==> config.mk <==
export PLATFORM = sky130hd
export DESIGN_NAME = sd_multiblock_read_receiver
export DESIGN_NICKNAME = d
export VERILOG_FILES = /design/src/rtl/core/smrr_pkg.sv /design/src/rtl/core/smrr_crc16.sv /design/src/rtl/core/sd_multiblock_read_receiver.sv
export VERILOG_INCLUDE_DIRS = /design/src /design/src/rtl/core
export SDC_FILE = /design/constraint.sdc
export NUM_CORES = 1
export LEC_CHECK = 0
export BUFFER_PORTS_ARGS = -buffer_cell sky130_fd_sc_hd__buf_4
export CELL_PAD_IN_SITES_DETAIL_PLACEMENT = 1
export CELL_PAD_IN_SITES_GLOBAL_PLACEMENT = 2
export CORE_AREA = 2 2 133 161
export CTS_CLUSTER_SIZE = 40
export DETAILED_ROUTE_END_ITERATION = 7
export DIE_AREA = 0 0 135 163
export GPL_TIMING_DRIVEN = 0
export PLACE_DENSITY_LB_ADDON = 0.05
export SLEW_MARGIN = 20
export SYNTH_ARGS = -nofsm -noshare
export SYNTH_HDL_FRONTEND = slang
export SYNTH_SLANG_ARGS = --single-unit
==> constraint.sdc <==
create_clock -name clock -period 8.6 [get_ports clock]
set_input_delay 1.29 -clock clock [delete_from_list [all_inputs] [get_ports clock]]
set_output_delay 1.29 -clock clock [all_outputs]
set_load 0.005 [all_outputs]
==> src/rtl/core/assert_macros.svh <==
// Assertion helpers shared by the RTL.
`ifndef ASSERT_MACROS_SVH
`define ASSERT_MACROS_SVH

// Check a property at every rising edge of clk, skipped while rst is high.
`define ASSERT_CLK(lbl, clk, rst, prop, msg) \
   lbl: assert property (@(posedge clk) disable iff (rst) (prop)) else $error(msg);

// Check an implication whose consequent is checked in the cycle after the antecedent.
`define ASSERT_NEXT(lbl, clk, rst, ante, cons, msg) \
   lbl: assert property (@(posedge clk) disable iff (rst) (ante) |=> (cons)) else $error(msg);

`endif

==> src/rtl/core/smrr_pkg.sv <==
`timescale 1ns / 1ps

package smrr_pkg;

   typedef enum logic [2:0] {
      PH_IDLE   = 3'd0,
      PH_TOKEN  = 3'd1,
      PH_DATA   = 3'd2,
      PH_CRC_HI = 3'd3,
      PH_CRC_LO = 3'd4,
      PH_DONE   = 3'd5,
      PH_HALT   = 3'd6
   } phase_type;

   typedef enum logic {
      REQ_BYTE  = 1'b0,
      REQ_START = 1'b1
   } req_kind_type;

   localparam logic [7:0]  DATA_TOKEN = 8'hFE;
   localparam logic [15:0] CRC_POLY   = 16'h1021;

endpackage

==> src/rtl/core/smrr_crc16.sv <==
`timescale 1ns / 1ps

module smrr_crc16 (
   input  logic [15:0] crc_in,
   input  logic [7:0]  data_in,
   output logic [15:0] crc_out
);
   import smrr_pkg::*;

   always_comb begin
      logic [15:0] crc;
      crc = crc_in ^ {data_in, 8'h00};
      for (int k = 0; k < 8; k++) begin
         if (crc[15]) begin
            crc = {crc[14:0], 1'b0} ^ CRC_POLY;
         end else begin
            crc = {crc[14:0], 1'b0};
         end
      end
      crc_out = crc;
   end

endmodule

==> src/rtl/core/sd_multiblock_read_receiver.sv <==
// A result is registered and appears in the cycle after its request transfer.
// Throughput: one request per cycle unless stalled; the bytewise CRC-16 update
// and the block counter compare sit between request port and result register.
// Reset (synchronous, active high) returns the receiver to idle with a block
// count of zero, clears all counters and the error flag, and empties the result.
`timescale 1ns / 1ps

module sd_multiblock_read_receiver #(
   parameter int BLOCK_BYTES = 512
) (
   input  logic        clock,
   input  logic        reset,
   input  logic        req_valid,
   output logic        req_stall,
   input  logic        req_type,
   input  logic [7:0]  req_rx_byte,
   output logic        rsp_valid,
   input  logic        rsp_stall,
   output logic        rsp_payload_valid,
   output logic [7:0]  rsp_payload_byte,
   output logic [8:0]  rsp_byte_offset,
   output logic [31:0] rsp_block_number,
   output logic        rsp_block_checked,
   output logic        rsp_crc_error,
   output logic        rsp_transfer_done,
   output logic        rsp_busy_res,
   input  logic        csr_wr_en,
   input  logic [31:0] csr_wr_data
);
   import smrr_pkg::*;

   localparam int CNT_W = (BLOCK_BYTES > 1) ? $clog2(BLOCK_BYTES) : 1;
   localparam logic [CNT_W-1:0] LAST_BYTE = CNT_W'(BLOCK_BYTES - 1);

   logic [31:0]      blocks_to_read_ff;
   phase_type        phase_ff, phase_in;
   logic [CNT_W-1:0] count_ff, count_in;
   logic [15:0]      crc_ff, crc_in;
   logic [7:0]       crc_high_ff, crc_high_in;
   logic [31:0]      blocks_done_ff, blocks_done_in;
   logic             error_ff, error_in;

   logic             rsp_valid_ff;
   logic             pay_valid_ff, pay_valid_in;
   logic [7:0]       pay_byte_ff, pay_byte_in;
   logic [8:0]       offset_ff, offset_in;
   logic [31:0]      block_num_ff, block_num_in;
   logic             checked_ff, checked_in;

   logic             accept;
   logic [15:0]      crc_next;
   logic [CNT_W+8:0] count_ext;
   logic [32:0]      blocks_next;

   smrr_crc16 u_crc (
      .crc_in  (crc_ff),
      .data_in (req_rx_byte),
      .crc_out (crc_next)
   );

   assign req_stall   = rsp_valid_ff & rsp_stall;
   assign accept      = req_valid & ~req_stall;
   assign count_ext   = {9'd0, count_ff};
   assign blocks_next = {1'b0, blocks_done_ff} + 33'd1;

   always_comb begin
      phase_in       = phase_ff;
      count_in       = count_ff;
      crc_in         = crc_ff;
      crc_high_in    = crc_high_ff;
      blocks_done_in = blocks_done_ff;
      error_in       = error_ff;
      pay_valid_in   = 1'b0;
      pay_byte_in    = 8'd0;
      offset_in      = 9'd0;
      block_num_in   = blocks_done_ff;
      checked_in     = 1'b0;
      if (req_type == REQ_START) begin
         blocks_done_in = 32'd0;
         block_num_in   = 32'd0;
         count_in       = '0;
         crc_in         = 16'd0;
         crc_high_in    = 8'd0;
         error_in       = 1'b0;
         phase_in       = (blocks_to_read_ff == 32'd0) ? PH_DONE : PH_TOKEN;
      end else begin
         case (phase_ff)
            PH_TOKEN: begin
               if (req_rx_byte == DATA_TOKEN) begin
                  phase_in = PH_DATA;
                  count_in = '0;
                  crc_in   = 16'd0;
               end
            end
            PH_DATA: begin
               pay_valid_in = 1'b1;
               pay_byte_in  = req_rx_byte;
               offset_in    = count_ext[8:0];
               crc_in       = crc_next;
               if (count_ff == LAST_BYTE) begin
                  phase_in = PH_CRC_HI;
                  count_in = '0;
               end else begin
                  count_in = count_ff + CNT_W'(1);
               end
            end
            PH_CRC_HI: begin
               crc_high_in = req_rx_byte;
               phase_in    = PH_CRC_LO;
            end
            PH_CRC_LO: begin
               checked_in = 1'b1;
               if ({crc_high_ff, req_rx_byte} != crc_ff) begin
                  error_in = 1'b1;
                  phase_in = PH_HALT;
               end else begin
                  blocks_done_in = blocks_next[31:0];
                  phase_in = (blocks_next >= {1'b0, blocks_to_read_ff}) ? PH_DONE : PH_TOKEN;
               end
            end
            default: begin
            end
         endcase
      end
   end

   always_ff @(posedge clock) begin
      if (reset) begin
         blocks_to_read_ff <= 32'd0;
         phase_ff          <= PH_IDLE;
         count_ff          <= '0;
         crc_ff            <= 16'd0;
         crc_high_ff       <= 8'd0;
         blocks_done_ff    <= 32'd0;
         error_ff          <= 1'b0;
         rsp_valid_ff      <= 1'b0;
      end else begin
         if (csr_wr_en) begin
            blocks_to_read_ff <= csr_wr_data;
         end
         if (accept) begin
            phase_ff       <= phase_in;
            count_ff       <= count_in;
            crc_ff         <= crc_in;
            crc_high_ff    <= crc_high_in;
            blocks_done_ff <= blocks_done_in;
            error_ff       <= error_in;
            rsp_valid_ff   <= 1'b1;
         end else if (!rsp_stall) begin
            rsp_valid_ff   <= 1'b0;
         end
      end
   end

   always_ff @(posedge clock) begin
      if (accept) begin
         pay_valid_ff <= pay_valid_in;
         pay_byte_ff  <= pay_byte_in;
         offset_ff    <= offset_in;
         block_num_ff <= block_num_in;
         checked_ff   <= checked_in;
      end
   end

   assign rsp_valid         = rsp_valid_ff;
   assign rsp_payload_valid = pay_valid_ff;
   assign rsp_payload_byte  = pay_byte_ff;
   assign rsp_byte_offset   = offset_ff;
   assign rsp_block_number  = block_num_ff;
   assign rsp_block_checked = checked_ff;
   assign rsp_crc_error     = error_ff;
   assign rsp_transfer_done = (phase_ff == PH_DONE);
   assign rsp_busy_res      = phase_ff inside {PH_TOKEN, PH_DATA, PH_CRC_HI, PH_CRC_LO};

`include "assert_macros.svh"

   `ASSERT_NEXT(a_accept_gives_rsp, clock, reset, accept, rsp_valid_ff, "transfer lost")
   `ASSERT_CLK(a_done_not_busy, clock, reset, !(rsp_transfer_done && rsp_busy_res), "done while busy")
   `ASSERT_CLK(a_payload_busy, clock, reset, !(rsp_valid_ff && rsp_payload_valid) || (rsp_busy_res && !rsp_crc_error), "payload outside transfer")
   `ASSERT_CLK(a_error_halts, clock, reset, !rsp_crc_error || (phase_ff == PH_HALT), "error without halt")

endmodule
==> results summary <==
The flow ran to the end, and the final reports show no timing, DRC or antenna violations. The maximum achievable frequency came out at 0.251 GHz. The shortest period the worst path allows came out at ~4000 ps.

Setup repair after global routing left no endpoint under its margin. The tool flagged a number of max-cap violations equal to 0. The area of the die is about 22000 µm². For this run, asynchronously set or reset flops after synthesis account for 0%. The number of design rule violations left after detail routing is 0. The actual slew at the worst max-slew pin came out at roughly 900 ps. Summed over all nets, the half-perimeter wirelength after detailed placement is roughly 19 mm. The cell count after synthesis came out at 841. The floorplan row count is between 50 and 60. The cell area after synthesis is between 7000 and 8000 µm². The path class of the tightest hold or removal check is reg -> reg. The number of antenna diodes in the final layout is 0. Yosys mapped the design onto 55 distinct sky130hd cell types.

The CTS H-tree depth is 4. The pre-antenna-repair detailed-routing pass consisted of 4 iterations. The clock passes through at most 2 buffers.

In this run, post-CTS repair resized a total of 0 instances. The number of hold violations in the final report came out at 0. For this block, the via count after detailed routing is between 6000 and 7000.

The total leakage power came out at about 3.8 nW. The detailed-route wire length came out at roughly 24 mm. The area overhead of the layout relative to synthesis is 21.0%.

The library cells used most frequently in the layout, excluding fill and tap cells, are 102 x sky130_fd_sc_hd__dfxtp_1, 99 x sky130_fd_sc_hd__buf_4, 87 x sky130_fd_sc_hd__nor2_1. Traced cell by cell, the critical path runs through ha_1 -> nand3_2 -> or2_1 -> buf_6 -> or3_4 -> buf_6 -> nor2_1 -> xor2_1 -> ha_1 -> nand2_1 -> nor4_1 -> nand2_1 -> o311ai_1 -> o21ai_1 -> a31oi_1. The count of final max-slew check failures came out at 0. In this run, the number of DRC markers left after iteration 0 of detailed routing was ~300. The number of buffers added on ports is 99. The final RePlAce weighted congestion came out at approximately 0.88. The flip-flop cell with the highest count after synthesis is sky130_fd_sc_hd__dfxtp_1. Setup violations remaining at the end of the flow were counted as 0. The synthesized design contains 51 enable-type register cells. Global routing used 22.8% of the available tracks.

The clock net in this run drives a total of 153 sinks. Total power for the finished layout comes to ~0.0017 W. Between clock sinks in the finished design, the worst skew comes to approximately 18 ps. VDD sags by at most 0.131 mV.

After detailed routing, the average wire length per cell comes to 19.4 µm. On the worst path, the slowest cell contributes a delay of between 500 and 600 ps. Leaving out fill and tap cells, the most frequent cell in the layout is sky130_fd_sc_hd__dfxtp_1. The relative slew slack is 39.6%. From left edge to right edge, the die measures ~140 µm.

The Yosys step of the flow raised 0 warnings. The synthesized net count came out at 922. The post-CTS setup repair buffer count is 0.

The later-pin clock latency in the skew report is 430 ps. The count of nets left with antenna violations once routing finished came out at 0. Once the floorplan was initialized, standard cells occupied a little under two fifths of the core.

The portion of the post-synthesis area used by sequential elements is between 40% and 50%. The number of register bits inferred by synthesis came out at roughly 150. The tree is rooted in a sky130_fd_sc_hd__clkbuf_16. The final global-route overflow total came out at 0. The number of antenna violations at the first check in global routing is 0.

The critical path data arrival time came out at roughly 4300 ps. The number of global-route vias before repair came out at roughly 7000. The worst setup path is of the reg -> reg kind. The maximum number of pins on one net before global-route repair came out at 38. The synthesized area per cell is 9.40 µm². The post-layout net count came out at 1041.

The die span in y came out at around 160 µm. Using the TritonRoute via totals, the vias-per-cell ratio works out to roughly 5.3. TritonCTS built the clock tree. The final critical path takes up 46.3% of the cycle.

The wire length of the first global-routing pass came out at around 38 mm. The worst setup path is captured at a flip-flop. The cts-stage hold buffer count is 0. The type of element launching the critical path is a flip-flop.

The clock-pin slew reported for the worst setup and hold paths after clock tree synthesis came out at about 60 ps. The number of buffers created by CTS is 17. The worst path required time is about 9000 ps. The sum of negative setup slack came out at 0 ps. The power density over the cells is 173 nW/µm².

The post-route worst hold slack came out at about 480 ps. The slowest stage of the critical path is the sky130_fd_sc_hd__dfxtp_1 cell. The region available for standard cell placement spans roughly 21000 µm². The share of final-layout standard cells stronger than drive strength 1 came out at ~15%. The maximum fanout encountered on the critical timing path is 8. The I/O pin count is around 100.
[synthesized netlist by cell type, types with 7 or more instances]
cell type,count,share of area (%)
sky130_fd_sc_hd__a21oi_1,59,3.7
sky130_fd_sc_hd__a22oi_1,14,1.3
sky130_fd_sc_hd__a31oi_1,7,0.55
sky130_fd_sc_hd__and2_1,22,1.7
sky130_fd_sc_hd__and3_1,15,1.2
sky130_fd_sc_hd__buf_1,10,0.47
sky130_fd_sc_hd__clkbuf_1,31,1.5
sky130_fd_sc_hd__dfxtp_1,102,26
sky130_fd_sc_hd__edfxtp_1,51,19
sky130_fd_sc_hd__ha_1,35,5.5
sky130_fd_sc_hd__inv_1,37,1.8
sky130_fd_sc_hd__mux2i_1,34,4.3
sky130_fd_sc_hd__nand2_1,43,2.0
sky130_fd_sc_hd__nand3_1,24,1.5
sky130_fd_sc_hd__nand4_1,22,1.7
sky130_fd_sc_hd__nor2_1,87,4.1
sky130_fd_sc_hd__nor2b_1,35,2.8
sky130_fd_sc_hd__nor3_1,7,0.44
sky130_fd_sc_hd__nor3b_1,8,0.76
sky130_fd_sc_hd__nor4_1,11,0.87
sky130_fd_sc_hd__o211ai_1,7,0.66
sky130_fd_sc_hd__o21ai_0,12,0.76
sky130_fd_sc_hd__o21ai_1,11,0.70
sky130_fd_sc_hd__o31ai_1,14,1.3
sky130_fd_sc_hd__or3_1,11,0.87
sky130_fd_sc_hd__xnor2_1,46,5.1
sky130_fd_sc_hd__xor2_1,25,2.8
[worst max-delay path, delay by kind of cell, from the launching register on]
| kind | cells | cell delay (ps) |
|---|---|---|
| DFF | 1 | 540 |
| xor gates and xnor gates | 1 | 330 |
| AOI/OAI and AO/OA | 3 | 740 |
| buffers and inverters | 2 | 290 |
| and+or+nand+nor | 7 | 1520 |
| adders and majority gates | 2 | 490 |
[cell families after synthesis]
kind of cell | count (synthesis) | share of synthesized area (%)
DFF | 153 | 45.2
adders and majority gates | 35 | 5.54
and+or+nand+nor | 316 | 21.3
AOI/OAI and AO/OA | 147 | 11.5
muxes | 34 | 4.31
xor gates and xnor gates | 71 | 7.87
buffers and inverters | 85 | 4.29
[cell type report]
type	count	area, µm²
buffer	47	200
clock buffer	23	490
clock inverter	9	62.6
fill	2393	11000
inverter	38	143
multi-input combinational	603	3990
sequential	153	3570
tap	270	338
timing repair buffer	100	763
[layer usage]
layer / part of all wire [%] / wire length [µm] / global-route usage [%] / vias up
li1: - / - / - / 3233
met1: 40 / 9690 / 26.0 / 3236
met2: 53 / 12800 / 41.9 / 126
met3: 2.8 / 674 / 3.11 / 39
met4: 3.6 / 860 / 10.4 / 0
met5: 0 / 0 / 0 / -
[metrics by stage]
stage | setup WS, ps | util, % | std cells | cell area (µm²)
2_1_floorplan | 4640 | - | 841 | 7910
3_3_place_gp | 3330 | 43.6 | 1210 | 8990
3_5_place_dp | 4600 | 43.7 | 1211 | 9010
4_1_cts | 4640 | 46.4 | 1243 | 9560
5_1_grt | 4340 | 46.4 | 1243 | 9560
6_report | 4620 | 46.4 | 1243 | 9560
[final timing paths]
kind	start	slack [ps]	cells past startpoint	end
worst max register to register	blocks_done_ff[0]	4620	15	phase_ff[2]
worst min register to register	rsp_crc_error	480	1	rsp_crc_error
worst max-delay path	blocks_done_ff[0]	4620	15	phase_ff[2]
worst min-delay path	rsp_crc_error	480	1	rsp_crc_error
[state kept, by name, indices dropped and copies added, names as in the netlist]
signal and count:
rsp_valid 1, count_ff 9, blocks_done_ff 32, rsp_payload_valid 1, rsp_payload_byte 8, rsp_block_number 32, phase_ff 3, crc_high_ff 8
rsp_byte_offset 9, rsp_crc_error 1, rsp_block_checked 1, crc_ff 16, blocks_to_read_ff 32
[power by group]
| part | total (W) | switching, W | internal [W] |
|---|---|---|---|
| registers | 0.000783 | 0.0000136 | 0.000770 |
| logic | 0.000161 | 0.0000951 | 0.0000661 |
| clock network | 0.000715 | 0.000309 | 0.000406 |
(Power assumes the default switching activity.)
